==> config.mk <==
export PLATFORM = sky130hd
export DESIGN_NAME = obstacle_avoidance_steering_unit
export DESIGN_NICKNAME = d
export VERILOG_FILES = /design/src/rtl/oas_pkg.sv /design/src/rtl/oas_cfg_regs.sv /design/src/rtl/oas_front.sv /design/src/rtl/oas_steer.sv /design/src/rtl/obstacle_avoidance_steering_unit.sv
export SDC_FILE = /design/constraint.sdc
export NUM_CORES = 2
export LEC_CHECK = 0
export BUFFER_PORTS_ARGS = -buffer_cell sky130_fd_sc_hd__buf_2
export CAP_MARGIN = 40
export CORE_MARGIN = 2
export CORE_UTILIZATION = 60
export CTS_CLUSTER_SIZE = 20
export DETAILED_ROUTE_END_ITERATION = 7
export PLACE_DENSITY = 0.78
export SETUP_SLACK_MARGIN = 0.15
export SYNTH_ARGS = -nofsm -noshare
export SYNTH_HDL_FRONTEND = slang
export SYNTH_SLANG_ARGS = --single-unit
==> constraint.sdc <==
create_clock -name clk -period 16.09 [get_ports clk]
set_input_delay 3.218 -clock clk [delete_from_list [all_inputs] [get_ports clk]]
set_output_delay 3.218 -clock clk [all_outputs]
set_load 0.02 [all_outputs]
==> src/rtl/oas_pkg.sv <==
`timescale 1ns / 1ps
// ---------------------------------------------------------------------------
// oas_pkg
// Types, register map and constants of the obstacle avoidance steering unit
// ---------------------------------------------------------------------------
package oas_pkg;

  localparam int SENSOR_BITS_DEF = 12;
  localparam int FIELD_BITS      = 12;
  localparam int GAIN_BITS       = 5;
  localparam int SPEED_BITS      = 10;

  localparam int APB_ADDR_BITS   = 5;
  localparam int APB_DATA_BITS   = 32;

  // register indexes
  localparam logic [2:0] REG_DETECT_THRESHOLD = 3'd0;
  localparam logic [2:0] REG_CRUISE_SPEED     = 3'd1;
  localparam logic [2:0] REG_STEER_LIMIT      = 3'd2;
  localparam logic [2:0] REG_GAIN_SIDE        = 3'd3;
  localparam logic [2:0] REG_GAIN_DIAG        = 3'd4;
  localparam logic [2:0] REG_GAIN_FRONT       = 3'd5;

  localparam logic [FIELD_BITS-1:0] DETECT_THRESHOLD_RST = 12'd100;
  localparam logic [SPEED_BITS-1:0] CRUISE_SPEED_RST     = 10'd150;
  localparam logic [SPEED_BITS-1:0] STEER_LIMIT_RST      = 10'd600;
  localparam logic [GAIN_BITS-1:0]  GAIN_SIDE_RST        = 5'd2;
  localparam logic [GAIN_BITS-1:0]  GAIN_DIAG_RST        = 5'd9;
  localparam logic [GAIN_BITS-1:0]  GAIN_FRONT_RST       = 5'd12;

  // latched obstacle side codes
  localparam logic [1:0] SIDE_NONE  = 2'd0;
  localparam logic [1:0] SIDE_LEFT  = 2'd1;
  localparam logic [1:0] SIDE_RIGHT = 2'd2;

  // sensor term index within a side
  localparam int TERM_SIDE  = 0;
  localparam int TERM_DIAG  = 1;
  localparam int TERM_FRONT = 2;

  typedef struct packed {
    logic [FIELD_BITS-1:0] right_front;
    logic [FIELD_BITS-1:0] right_diag;
    logic [FIELD_BITS-1:0] right_side;
    logic [FIELD_BITS-1:0] left_side;
    logic [FIELD_BITS-1:0] left_diag;
    logic [FIELD_BITS-1:0] left_front;
    logic                  clear_request;
  } sensor_word_t;

  typedef struct packed {
    logic signed [FIELD_BITS-1:0] left_wheel;
    logic signed [FIELD_BITS-1:0] right_wheel;
    logic                         avoiding;
    logic [1:0]                   obstacle_side;
  } steer_word_t;

  typedef struct packed {
    logic [FIELD_BITS-1:0] detect_threshold;
    logic [SPEED_BITS-1:0] cruise_speed;
    logic [SPEED_BITS-1:0] steer_limit;
    logic [GAIN_BITS-1:0]  gain_side_tenths;
    logic [GAIN_BITS-1:0]  gain_diag_tenths;
    logic [GAIN_BITS-1:0]  gain_front_tenths;
  } cfg_t;

  // decisions taken on the front readings and the clear request when a word is accepted
  typedef struct packed {
    logic clear;
    logic hit;
    logic right_more;
  } front_flags_t;

endpackage

==> src/rtl/oas_cfg_regs.sv <==
`timescale 1ns / 1ps
// ---------------------------------------------------------------------------
// oas_cfg_regs
// APB register file holding threshold, speeds and gains
// ---------------------------------------------------------------------------
module oas_cfg_regs (
  input  logic                              clk,
  input  logic                              rst,
  input  logic                              psel,
  input  logic                              penable,
  input  logic                              pwrite,
  input  logic [oas_pkg::APB_ADDR_BITS-1:0] paddr,
  input  logic [oas_pkg::APB_DATA_BITS-1:0] pwdata,
  output logic [oas_pkg::APB_DATA_BITS-1:0] prdata,
  output logic                              pready,
  output oas_pkg::cfg_t                     cfg
);
  import oas_pkg::*;

  logic       wr_en;
  logic [2:0] reg_idx;

  assign pready  = 1'b1;
  assign wr_en   = psel & penable & pwrite;
  assign reg_idx = paddr[4:2];

  always_ff @(posedge clk) begin
    if (rst) begin
      cfg.detect_threshold  <= DETECT_THRESHOLD_RST;
      cfg.cruise_speed      <= CRUISE_SPEED_RST;
      cfg.steer_limit       <= STEER_LIMIT_RST;
      cfg.gain_side_tenths  <= GAIN_SIDE_RST;
      cfg.gain_diag_tenths  <= GAIN_DIAG_RST;
      cfg.gain_front_tenths <= GAIN_FRONT_RST;
    end else if (wr_en) begin
      unique case (reg_idx)
        REG_DETECT_THRESHOLD: cfg.detect_threshold  <= pwdata[FIELD_BITS-1:0];
        REG_CRUISE_SPEED:     cfg.cruise_speed      <= pwdata[SPEED_BITS-1:0];
        REG_STEER_LIMIT:      cfg.steer_limit       <= pwdata[SPEED_BITS-1:0];
        REG_GAIN_SIDE:        cfg.gain_side_tenths  <= pwdata[GAIN_BITS-1:0];
        REG_GAIN_DIAG:        cfg.gain_diag_tenths  <= pwdata[GAIN_BITS-1:0];
        REG_GAIN_FRONT:       cfg.gain_front_tenths <= pwdata[GAIN_BITS-1:0];
        default: ;
      endcase
    end
  end

  always_comb begin
    unique case (reg_idx)
      REG_DETECT_THRESHOLD: prdata = APB_DATA_BITS'(cfg.detect_threshold);
      REG_CRUISE_SPEED:     prdata = APB_DATA_BITS'(cfg.cruise_speed);
      REG_STEER_LIMIT:      prdata = APB_DATA_BITS'(cfg.steer_limit);
      REG_GAIN_SIDE:        prdata = APB_DATA_BITS'(cfg.gain_side_tenths);
      REG_GAIN_DIAG:        prdata = APB_DATA_BITS'(cfg.gain_diag_tenths);
      REG_GAIN_FRONT:       prdata = APB_DATA_BITS'(cfg.gain_front_tenths);
      default:              prdata = '0;
    endcase
  end

endmodule

==> src/rtl/oas_front.sv <==
`timescale 1ns / 1ps
// ---------------------------------------------------------------------------
// oas_front
// Input register: gain products, obstacle detect and side compare
// ---------------------------------------------------------------------------
module oas_front #(
  parameter int SENSOR_BITS = oas_pkg::SENSOR_BITS_DEF,
  parameter int PROD_BITS   = SENSOR_BITS + oas_pkg::GAIN_BITS
) (
  input  logic                      clk,
  input  logic                      rst,
  input  oas_pkg::cfg_t             cfg,
  input  logic                      sensor_valid,
  output logic                      sensor_stall,
  input  oas_pkg::sensor_word_t     sensor_word,
  input  logic                      take,
  output logic                      held_valid,
  output oas_pkg::front_flags_t     held_flags,
  output logic [2:0][PROD_BITS-1:0] prod_right,
  output logic [2:0][PROD_BITS-1:0] prod_left
);
  import oas_pkg::*;

  localparam int CMP_BITS = (SENSOR_BITS > FIELD_BITS) ? SENSOR_BITS : FIELD_BITS;

  logic [SENSOR_BITS-1:0] rf, rd, rs, ls, ld, lf;
  logic [CMP_BITS-1:0]    rf_w, rd_w, ld_w, lf_w, thr_w;
  logic [SENSOR_BITS:0]   right_pair, left_pair;
  logic                   accept;
  front_flags_t           flags_next;
  logic [2:0][PROD_BITS-1:0] prod_right_next, prod_left_next;

  assign rf = SENSOR_BITS'(sensor_word.right_front);
  assign rd = SENSOR_BITS'(sensor_word.right_diag);
  assign rs = SENSOR_BITS'(sensor_word.right_side);
  assign ls = SENSOR_BITS'(sensor_word.left_side);
  assign ld = SENSOR_BITS'(sensor_word.left_diag);
  assign lf = SENSOR_BITS'(sensor_word.left_front);

  assign rf_w  = CMP_BITS'(rf);
  assign rd_w  = CMP_BITS'(rd);
  assign ld_w  = CMP_BITS'(ld);
  assign lf_w  = CMP_BITS'(lf);
  assign thr_w = CMP_BITS'(cfg.detect_threshold);

  assign right_pair = (SENSOR_BITS+1)'(rf) + (SENSOR_BITS+1)'(rd);
  assign left_pair  = (SENSOR_BITS+1)'(ld) + (SENSOR_BITS+1)'(lf);

  // any front reading above threshold is the same as the peak above it
  assign flags_next.clear      = sensor_word.clear_request;
  assign flags_next.hit        = (rf_w > thr_w) | (rd_w > thr_w) |
                                 (ld_w > thr_w) | (lf_w > thr_w);
  assign flags_next.right_more = right_pair > left_pair;

  assign prod_right_next[TERM_SIDE]  = PROD_BITS'(cfg.gain_side_tenths)  * PROD_BITS'(rs);
  assign prod_right_next[TERM_DIAG]  = PROD_BITS'(cfg.gain_diag_tenths)  * PROD_BITS'(rd);
  assign prod_right_next[TERM_FRONT] = PROD_BITS'(cfg.gain_front_tenths) * PROD_BITS'(rf);
  assign prod_left_next[TERM_SIDE]   = PROD_BITS'(cfg.gain_side_tenths)  * PROD_BITS'(ls);
  assign prod_left_next[TERM_DIAG]   = PROD_BITS'(cfg.gain_diag_tenths)  * PROD_BITS'(ld);
  assign prod_left_next[TERM_FRONT]  = PROD_BITS'(cfg.gain_front_tenths) * PROD_BITS'(lf);

  assign sensor_stall = held_valid & ~take;
  assign accept       = sensor_valid & ~sensor_stall;

  always_ff @(posedge clk) begin
    if (rst) begin
      held_valid <= 1'b0;
    end else begin
      held_valid <= accept | (held_valid & ~take);
    end
  end

  always_ff @(posedge clk) begin
    if (accept) begin
      held_flags <= flags_next;
      prod_right <= prod_right_next;
      prod_left  <= prod_left_next;
    end
  end

endmodule

==> src/rtl/oas_steer.sv <==
`timescale 1ns / 1ps
// ---------------------------------------------------------------------------
// oas_steer
// Avoidance state, steering delta and wheel speed result register
// ---------------------------------------------------------------------------
module oas_steer #(
  parameter int SENSOR_BITS = oas_pkg::SENSOR_BITS_DEF,
  parameter int PROD_BITS   = SENSOR_BITS + oas_pkg::GAIN_BITS
) (
  input  logic                      clk,
  input  logic                      rst,
  input  oas_pkg::cfg_t             cfg,
  input  logic                      held_valid,
  input  oas_pkg::front_flags_t     held_flags,
  input  logic [2:0][PROD_BITS-1:0] prod_right,
  input  logic [2:0][PROD_BITS-1:0] prod_left,
  output logic                      take,
  output logic                      steer_valid,
  input  logic                      steer_stall,
  output oas_pkg::steer_word_t      steer_word
);
  import oas_pkg::*;

  // x / 10 as (x * RECIP) >> SHIFT, exact over the whole product range
  localparam int          SHIFT     = PROD_BITS + 4;
  localparam int          WIDE_BITS = PROD_BITS + SHIFT;
  localparam longint      RECIP     = ((64'sd1 <<< SHIFT) + 64'sd9) / 64'sd10;
  localparam int          TERM_BITS = SENSOR_BITS + 2;
  localparam int          SUM_BITS  = TERM_BITS + 2;

  logic                  active;
  logic [1:0]            side;
  logic                  active_base, active_next;
  logic [1:0]            side_base, side_next;
  logic [2:0][PROD_BITS-1:0] prod_sel;
  logic [2:0][WIDE_BITS-1:0] scaled;
  logic [2:0][TERM_BITS-1:0] term;
  logic [SUM_BITS-1:0]   mag_sum;
  logic [SPEED_BITS-1:0] mag;
  logic [FIELD_BITS-1:0] wheel_plus, wheel_minus;
  steer_word_t           word_next;

  assign take = held_valid & (~steer_valid | ~steer_stall);

  always_comb begin
    active_base = held_flags.clear ? 1'b0 : active;
    side_base   = held_flags.clear ? SIDE_NONE : side;
    active_next = active_base | held_flags.hit;
    if (active_next && side_base == SIDE_NONE) begin
      side_next = held_flags.right_more ? SIDE_RIGHT : SIDE_LEFT;
    end else begin
      side_next = side_base;
    end
  end

  assign prod_sel = (side_next == SIDE_LEFT) ? prod_left : prod_right;

  for (genvar i = 0; i < 3; i++) begin : g_term
    assign scaled[i] = WIDE_BITS'(prod_sel[i]) * WIDE_BITS'(RECIP);
    assign term[i]   = scaled[i][SHIFT +: TERM_BITS];
  end

  assign mag_sum = SUM_BITS'(term[TERM_SIDE]) + SUM_BITS'(term[TERM_DIAG]) +
                   SUM_BITS'(term[TERM_FRONT]);

  always_comb begin
    if (!active_next) begin
      mag = '0;
    end else if (mag_sum > SUM_BITS'(cfg.steer_limit)) begin
      mag = cfg.steer_limit;
    end else begin
      mag = mag_sum[SPEED_BITS-1:0];
    end
  end

  assign wheel_plus  = FIELD_BITS'(cfg.cruise_speed) + FIELD_BITS'(mag);
  assign wheel_minus = FIELD_BITS'(cfg.cruise_speed) - FIELD_BITS'(mag);

  // left obstacle turns the delta around
  always_comb begin
    if (side_next == SIDE_LEFT) begin
      word_next.left_wheel  = wheel_plus;
      word_next.right_wheel = wheel_minus;
    end else begin
      word_next.left_wheel  = wheel_minus;
      word_next.right_wheel = wheel_plus;
    end
    word_next.avoiding      = active_next;
    word_next.obstacle_side = side_next;
  end

  always_ff @(posedge clk) begin
    if (rst) begin
      active      <= 1'b0;
      side        <= SIDE_NONE;
      steer_valid <= 1'b0;
    end else if (take) begin
      active      <= active_next;
      side        <= side_next;
      steer_valid <= 1'b1;
    end else if (!steer_stall) begin
      steer_valid <= 1'b0;
    end
  end

  always_ff @(posedge clk) begin
    if (take) begin
      steer_word <= word_next;
    end
  end

endmodule

==> src/rtl/obstacle_avoidance_steering_unit.sv <==
`timescale 1ns / 1ps
// ---------------------------------------------------------------------------
// obstacle_avoidance_steering_unit
// Proximity driven steering: detects a front obstacle, latches its side and
// turns the wheel speeds away from it
// ---------------------------------------------------------------------------
//   channel   handshake                    payload
//   sensor    sensor_valid / sensor_stall  sensor_word  (six readings, clear)
//   steer     steer_valid / steer_stall    steer_word   (wheels, flags)
//   config    APB psel/penable/pwrite      paddr, pwdata, prdata
//
// one word per cycle while the result is not stalled; the input register (gain
// products) loads at acceptance and the result register loads when the word
// is taken from it
// the avoidance state updates as a word moves into the result register
// reset clears valid flags, avoidance state and config registers to defaults
// a stalled result holds; sensor_stall rises in the same cycle only when the
// input register is also full
// ---------------------------------------------------------------------------
module obstacle_avoidance_steering_unit #(
  parameter int SENSOR_BITS = oas_pkg::SENSOR_BITS_DEF
) (
  input  logic                              clk,
  input  logic                              rst,
  input  logic                              sensor_valid,
  output logic                              sensor_stall,
  input  oas_pkg::sensor_word_t             sensor_word,
  output logic                              steer_valid,
  input  logic                              steer_stall,
  output oas_pkg::steer_word_t              steer_word,
  input  logic                              psel,
  input  logic                              penable,
  input  logic                              pwrite,
  input  logic [oas_pkg::APB_ADDR_BITS-1:0] paddr,
  input  logic [oas_pkg::APB_DATA_BITS-1:0] pwdata,
  output logic [oas_pkg::APB_DATA_BITS-1:0] prdata,
  output logic                              pready
);
  import oas_pkg::*;

  localparam int PROD_BITS = SENSOR_BITS + GAIN_BITS;

  cfg_t                      cfg;
  logic                      take;
  logic                      held_valid;
  front_flags_t              held_flags;
  logic [2:0][PROD_BITS-1:0] prod_right;
  logic [2:0][PROD_BITS-1:0] prod_left;

  oas_cfg_regs u_cfg (
    .clk     (clk),
    .rst     (rst),
    .psel    (psel),
    .penable (penable),
    .pwrite  (pwrite),
    .paddr   (paddr),
    .pwdata  (pwdata),
    .prdata  (prdata),
    .pready  (pready),
    .cfg     (cfg)
  );

  oas_front #(
    .SENSOR_BITS (SENSOR_BITS),
    .PROD_BITS   (PROD_BITS)
  ) u_front (
    .clk          (clk),
    .rst          (rst),
    .cfg          (cfg),
    .sensor_valid (sensor_valid),
    .sensor_stall (sensor_stall),
    .sensor_word  (sensor_word),
    .take         (take),
    .held_valid   (held_valid),
    .held_flags   (held_flags),
    .prod_right   (prod_right),
    .prod_left    (prod_left)
  );

  oas_steer #(
    .SENSOR_BITS (SENSOR_BITS),
    .PROD_BITS   (PROD_BITS)
  ) u_steer (
    .clk         (clk),
    .rst         (rst),
    .cfg         (cfg),
    .held_valid  (held_valid),
    .held_flags  (held_flags),
    .prod_right  (prod_right),
    .prod_left   (prod_left),
    .take        (take),
    .steer_valid (steer_valid),
    .steer_stall (steer_stall),
    .steer_word  (steer_word)
  );

endmodule

After elaboration in Yosys (flattened, before gate mapping)
Cells that the tools add are included.
{"block": "classes", "n_addsub": 6, "n_mul": 9, "n_div": 0, "order_cmp": 6, "n_eq_ne": 7, "n_shift": 0, "n_mux": 11, "bitwise_logic": 15, "n_reduce_logical": 9}
{"op": "$mul A5 B12 Y17", "count": 6}
{"op": "$mul A17 B16 Y33 const B", "count": 3}
{"op": "$pmux W12 S6", "count": 1}
{"op": "$mux W51", "count": 1}
{"op": "$gt A12 B12 Y1", "count": 4}
{"op": "$add A12 B12 Y13", "count": 2}
{"op": "$mux W24", "count": 1}
{"op": "$mux W10", "count": 2}
{"op": "$add A16 B14 Y16", "count": 1}
{"op": "$gt A16 B10 Y1", "count": 1}
{"op": "$add A14 B14 Y15", "count": 1}
{"op": "$gt A13 B13 Y1", "count": 1}
{"op": "$reduce_and A2 Y1", "count": 6}
{"op": "$add A10 B10 Y11", "count": 1}
{"op": "$sub A10 B10 Y11", "count": 1}
{"op": "$eq A3 B2 Y1 const B", "count": 2}
{"op": "$eq A3 B3 Y1 const B", "count": 2}
{"op": "$mux W2", "count": 3}
{"op": "$or A1 B1 Y1", "count": 6}
{"op": "$and A1 B1 Y1", "count": 5}
{"op": "$not A1 Y1", "count": 4}
{"op": "$eq A3 B1 Y1 const B", "count": 1}
{"op": "$logic_not A3 Y1", "count": 1}
{"op": "$mux W1", "count": 3}
{"op": "other kinds (4)", "count": 4}
{"block": "totals", "ff_bits": 184, "latch_bits": 0, "mem_bits_rw": 0, "romBits": 0, "n_memories": 0}

Depth between registers and ports, before layout
{"block": "depth", "word_depth": 14, "ltp_mapped": 64, "mapped_depth_nobuf": 61}

Hierarchy
A second synthesis with hierarchy kept.
{"block": "unflattened", "hier_cells": 4056, "area_unflattened_um2": 37395.9}
{"module": "oas_steer", "instances": 1, "cells_per_inst": 2038, "area_each_um2": 18336.3, "seq_area_each_um2": 860.8}
{"module": "oas_front", "instances": 1, "cells_per_inst": 1736, "area_each_um2": 16522.1, "seq_area_each_um2": 3173.0}
{"module": "oas_cfg_regs", "instances": 1, "cells_per_inst": 282, "area_each_um2": 2537.4, "seq_area_each_um2": 940.9}

Worst setup path before layout
Ideal clock, no wire load.
{"block": "synth_path", "path_kind": "reg-to-reg", "startpoint": "register u_front.held_flags[2] (netlist name)", "endpoint": "register u_steer.steer_word[13] (netlist name)", "arrival_ns": 12.102, "t_required_ns": 15.910, "slack_ns": 3.808, "stages_incl_launch_ff": 63, "n_path_buf": 4, "synth_period_minus_slack_ns": 12.282, "cell_sequence": "edfxtp_1 nor2b_1 a21oi_1 nand2_1 buf_1 clkbuf_1 clkbuf_1 nand2_1 nand2_1 ha_1 ha_1 inv_1 fa_1 inv_1 fa_1 inv_1 fa_1 fa_1 [... 27 more ...] nor3_1 nand4_1 buf_6 mux2i_1 nor2_1 ha_1 inv_1 fa_1 a21o_1 a21oi_1 o21ai_0 a21oi_1 o21bai_1 a21oi_1 nor2b_1 o21ai_0 o21ai_0 a221oi_1"}

==> flow_metrics.env <==
export IMPL_die_area_um2=61790
export IMPL_gp_congestion=0.9977
export IMPL_rsz0062_at_grt="false"
export IMPL_status="finished, violations left"
export IMPL_cts_hold_buffers=0
export IMPL_synth_most_common_cell="inv_1"
export IMPL_place_port_buffers=135
export IMPL_wl_per_cell_um=17.54
export IMPL_drt_wl_total_mm=83.42
export IMPL_cp_data_arrival_time_ns=14.92
export IMPL_cts_clk_slew_worst_paths_ns=0.08
export IMPL_cts_resized_gates=0
export IMPL_critical_path_peak_fanout=33
export IMPL_dpl_cell_area_um2=37440
export IMPL_synth_warnings=0
export IMPL_grt_max_degree=72
export IMPL_reg2reg_depth=56
export IMPL_fillers=4849
export IMPL_yosysTopAreaCellShare_pct=24.99
export IMPL_cpPeakStageDelay_ns=0.66
export IMPL_min_to="u_cfg.cfg[42]"
export IMPL_cp_start_kind="flip-flop"
export IMPL_core_rowCount=89
export IMPL_grtUsageTotal_pct=27.60
export IMPL_cts_sinks=183
export IMPL_layout_nets=5215
export IMPL_critical_path_endpoint_type="flip-flop"
export IMPL_ys_seq_area_share_pct=13.86
export IMPL_tightestPinTransition_ns=0.9095
export IMPL_post_cts_buffers=0
export IMPL_synthTopCellsByCount="inv_1, ha_1, fa_1, nand2_1, and2_1"
export IMPL_syn_mean_instance_area_um2=9.292
export IMPL_clockBufferDepth=2
export IMPL_core_um2=59130
export IMPL_synth_edf_count=131
export IMPL_relSlewSlack_pct=39.36
export IMPL_grt_ovfl_total=0
export IMPL_area_growth_pct=6.041
export IMPL_cp_required_ns=16.34
export IMPL_synthTopCellsByArea="fa_1, ha_1, edfxtp_1"
export IMPL_max_cap_violations=0
export IMPL_fin_crit_sh_pct=91.19
export IMPL_clock_latency_ns=0.45
export IMPL_reg2reg_setup_slack_ns=1.42
export IMPL_final_setup_tns_ns=0
export IMPL_via_per_inst=5.579
export IMPL_die_h_um=248.6
export IMPL_setup_viol=0
export IMPL_drtIter0Drc=1811
export IMPL_synth_seq_cells=183
export IMPL_hold_viol_final=0
export IMPL_dp_slack_ns=1.683
export IMPL_violations="DRC"
export IMPL_critPathKind="flip-flop to flip-flop"
export IMPL_via_count=26534
export IMPL_syn_inst=3863
export IMPL_seq_area_um2=4975
export IMPL_timing_final_ws_setup_ns=1.417
export IMPL_yosysTopAreaCell="fa_1"
export IMPL_crit_buf_inv=5
export IMPL_grt_pass1_vias=26821
export IMPL_initial_core_util_pct=60.70
export IMPL_slew_violations=0
export IMPL_ys_types=78
export IMPL_multi_input_area_um2=27810
export IMPL_pin_count=179
export IMPL_remaining_drc_errors=2
export IMPL_hpwl_mm=71.49
export IMPL_synth_main_ff_cell="edfxtp_1"
export IMPL_cts_tree="done"
export IMPL_crit_slowest_cell="nor2_4"
export IMPL_min_delay_start="u_cfg.cfg[42]"
export IMPL_firstDrtPassIters=8
export IMPL_holdPathStages=2
export IMPL_drive_above_1_share_pct=5.909
export IMPL_cts_root_buf="clkbuf_16"
export IMPL_cp_common_cell="a21oi_1"
export IMPL_antenna_found_initial=7
export IMPL_r2r_end="u_steer.steer_word[25]"
export IMPL_synthArstFlopShare_pct=0
export IMPL_layout_min_cycle_time_ns=14.67
export IMPL_grt_pass1_wl_mm=136.8
export IMPL_htreeDepth=4
export IMPL_r2r_start="u_front.held_flags[0]"
export IMPL_path_delay_family="adder cells"
export IMPL_max_freq_mhz=68.15
export IMPL_min_path_type="flip-flop to flip-flop"
export IMPL_worst_clock_skew_ns=0.01555
export IMPL_numCtsBuffers=17
export IMPL_antenna_left=0
export IMPL_final_cell_area_um2=38060
export IMPL_dieWidth_um=248.6
export IMPL_syn_cell_area_um2=35890
## registers in the layout, indices dropped and copies added, names as in the netlist
register / count
u_steer.side: 2
u_steer.active: 1
u_steer.steer_word: 26
u_cfg.cfg: 47
u_front.prod_right: 51
u_front.held_flags: 3
u_front.held_valid: 1
u_steer.steer_valid: 1
u_front.prod_left: 51
## kinds of logic (layout without fill, tap and decap cells)
group | count (synthesis) | count (layout) | synth area share [%]
adders and majority gates | 1134 | 1134 | 48.90
and+or+nand+nor | 972 | 972 | 12.89
buffers and inverters | 830 | 925 | 8.934
AOI/OAI and AO/OA | 491 | 491 | 9.046
xor gates and xnor gates | 187 | 187 | 4.563
DFF | 183 | 183 | 13.86
muxes | 64 | 64 | 1.788
other | 2 | 27 | 0.02092
## stage by stage
stage / hold WS, ns / cells / util, %
finish: 0.4784 / 4756 / 64.37
global route: 0.4989 / 4756 / 64.37
CTS: 0.4782 / 4750 / 64.34
detailed placement: 0.4679 / 4718 / 63.33
global placement: 0.4564 / 4710 / 63.10
floorplan: 0.4447 / 3882 / -
## worst reg2reg max path: cells and delay by family (launching register included)
family	cells	cell delay, ns
simple gates	14	3.61
xor+xnor	2	0.35
flops	1	0.44
mux	1	0.28
buf+inv	5	0.96
compound gates	22	4.32
fa+ha+maj	12	4.50
## layout make-up
cell class / instances / area share [%]
antenna: 6 / 0.03945
clock buffer: 17 / 1.118
clock inverter: 15 / 0.4635
inverter: 731 / 7.209
multi-input combinational: 2869 / 73.06
sequential: 183 / 13.07
tap: 773 / 2.541
timing repair buffer: 162 / 2.495
## worst max-delay path by stage
| stage | slack [ns] | endpoint | cells past startpoint | from |
|---|---|---|---|---|
| final | 1.42 | u_steer.steer_word[25] | 56 | u_front.held_flags[0] |
| after global routing | 0.56 | u_steer.steer_word[24] | 53 | u_front.held_flags[0] |
| after CTS | 1.56 | u_steer.steer_word[25] | 56 | u_front.held_flags[0] |
| after detailed placement | 1.68 | u_steer.steer_word[25] | 56 | u_front.held_flags[0] |
| after global placement | 1.47 | u_steer.steer_word[25] | 54 | u_front.held_flags[0] |
| after floorplan | 3.81 | u_steer.steer_word[13] | 62 | u_front.held_flags[2] |
## cell usage in the layout, fill, tap and decap left out, types with 77 or more instances in the layout
cell	Yosys	routed
xnor2_1	130	130
nand2_1	393	392
and2_1	186	186
buf_2	1	136
ha_1	686	686
nor2_1	173	173
fa_1	448	448
a21o_1	77	77
a21oi_1	181	181
inv_1	731	731
edfxtp_1	131	131
## metal layers
layer / GRT usage (%) / up-vias / wire (um)
met5: 0 / - / 0
met4: 7.810 / 0 / 2006
met3: 3.475 / 107 / 5259
met2: 45.08 / 747 / 38140
met1: 38.72 / 12923 / 38020
li1: - / 12757 / -
Power is left out: the tool's default activity adds up to more than one toggle a clock period on the data nets, which glitch-free logic cannot reach.
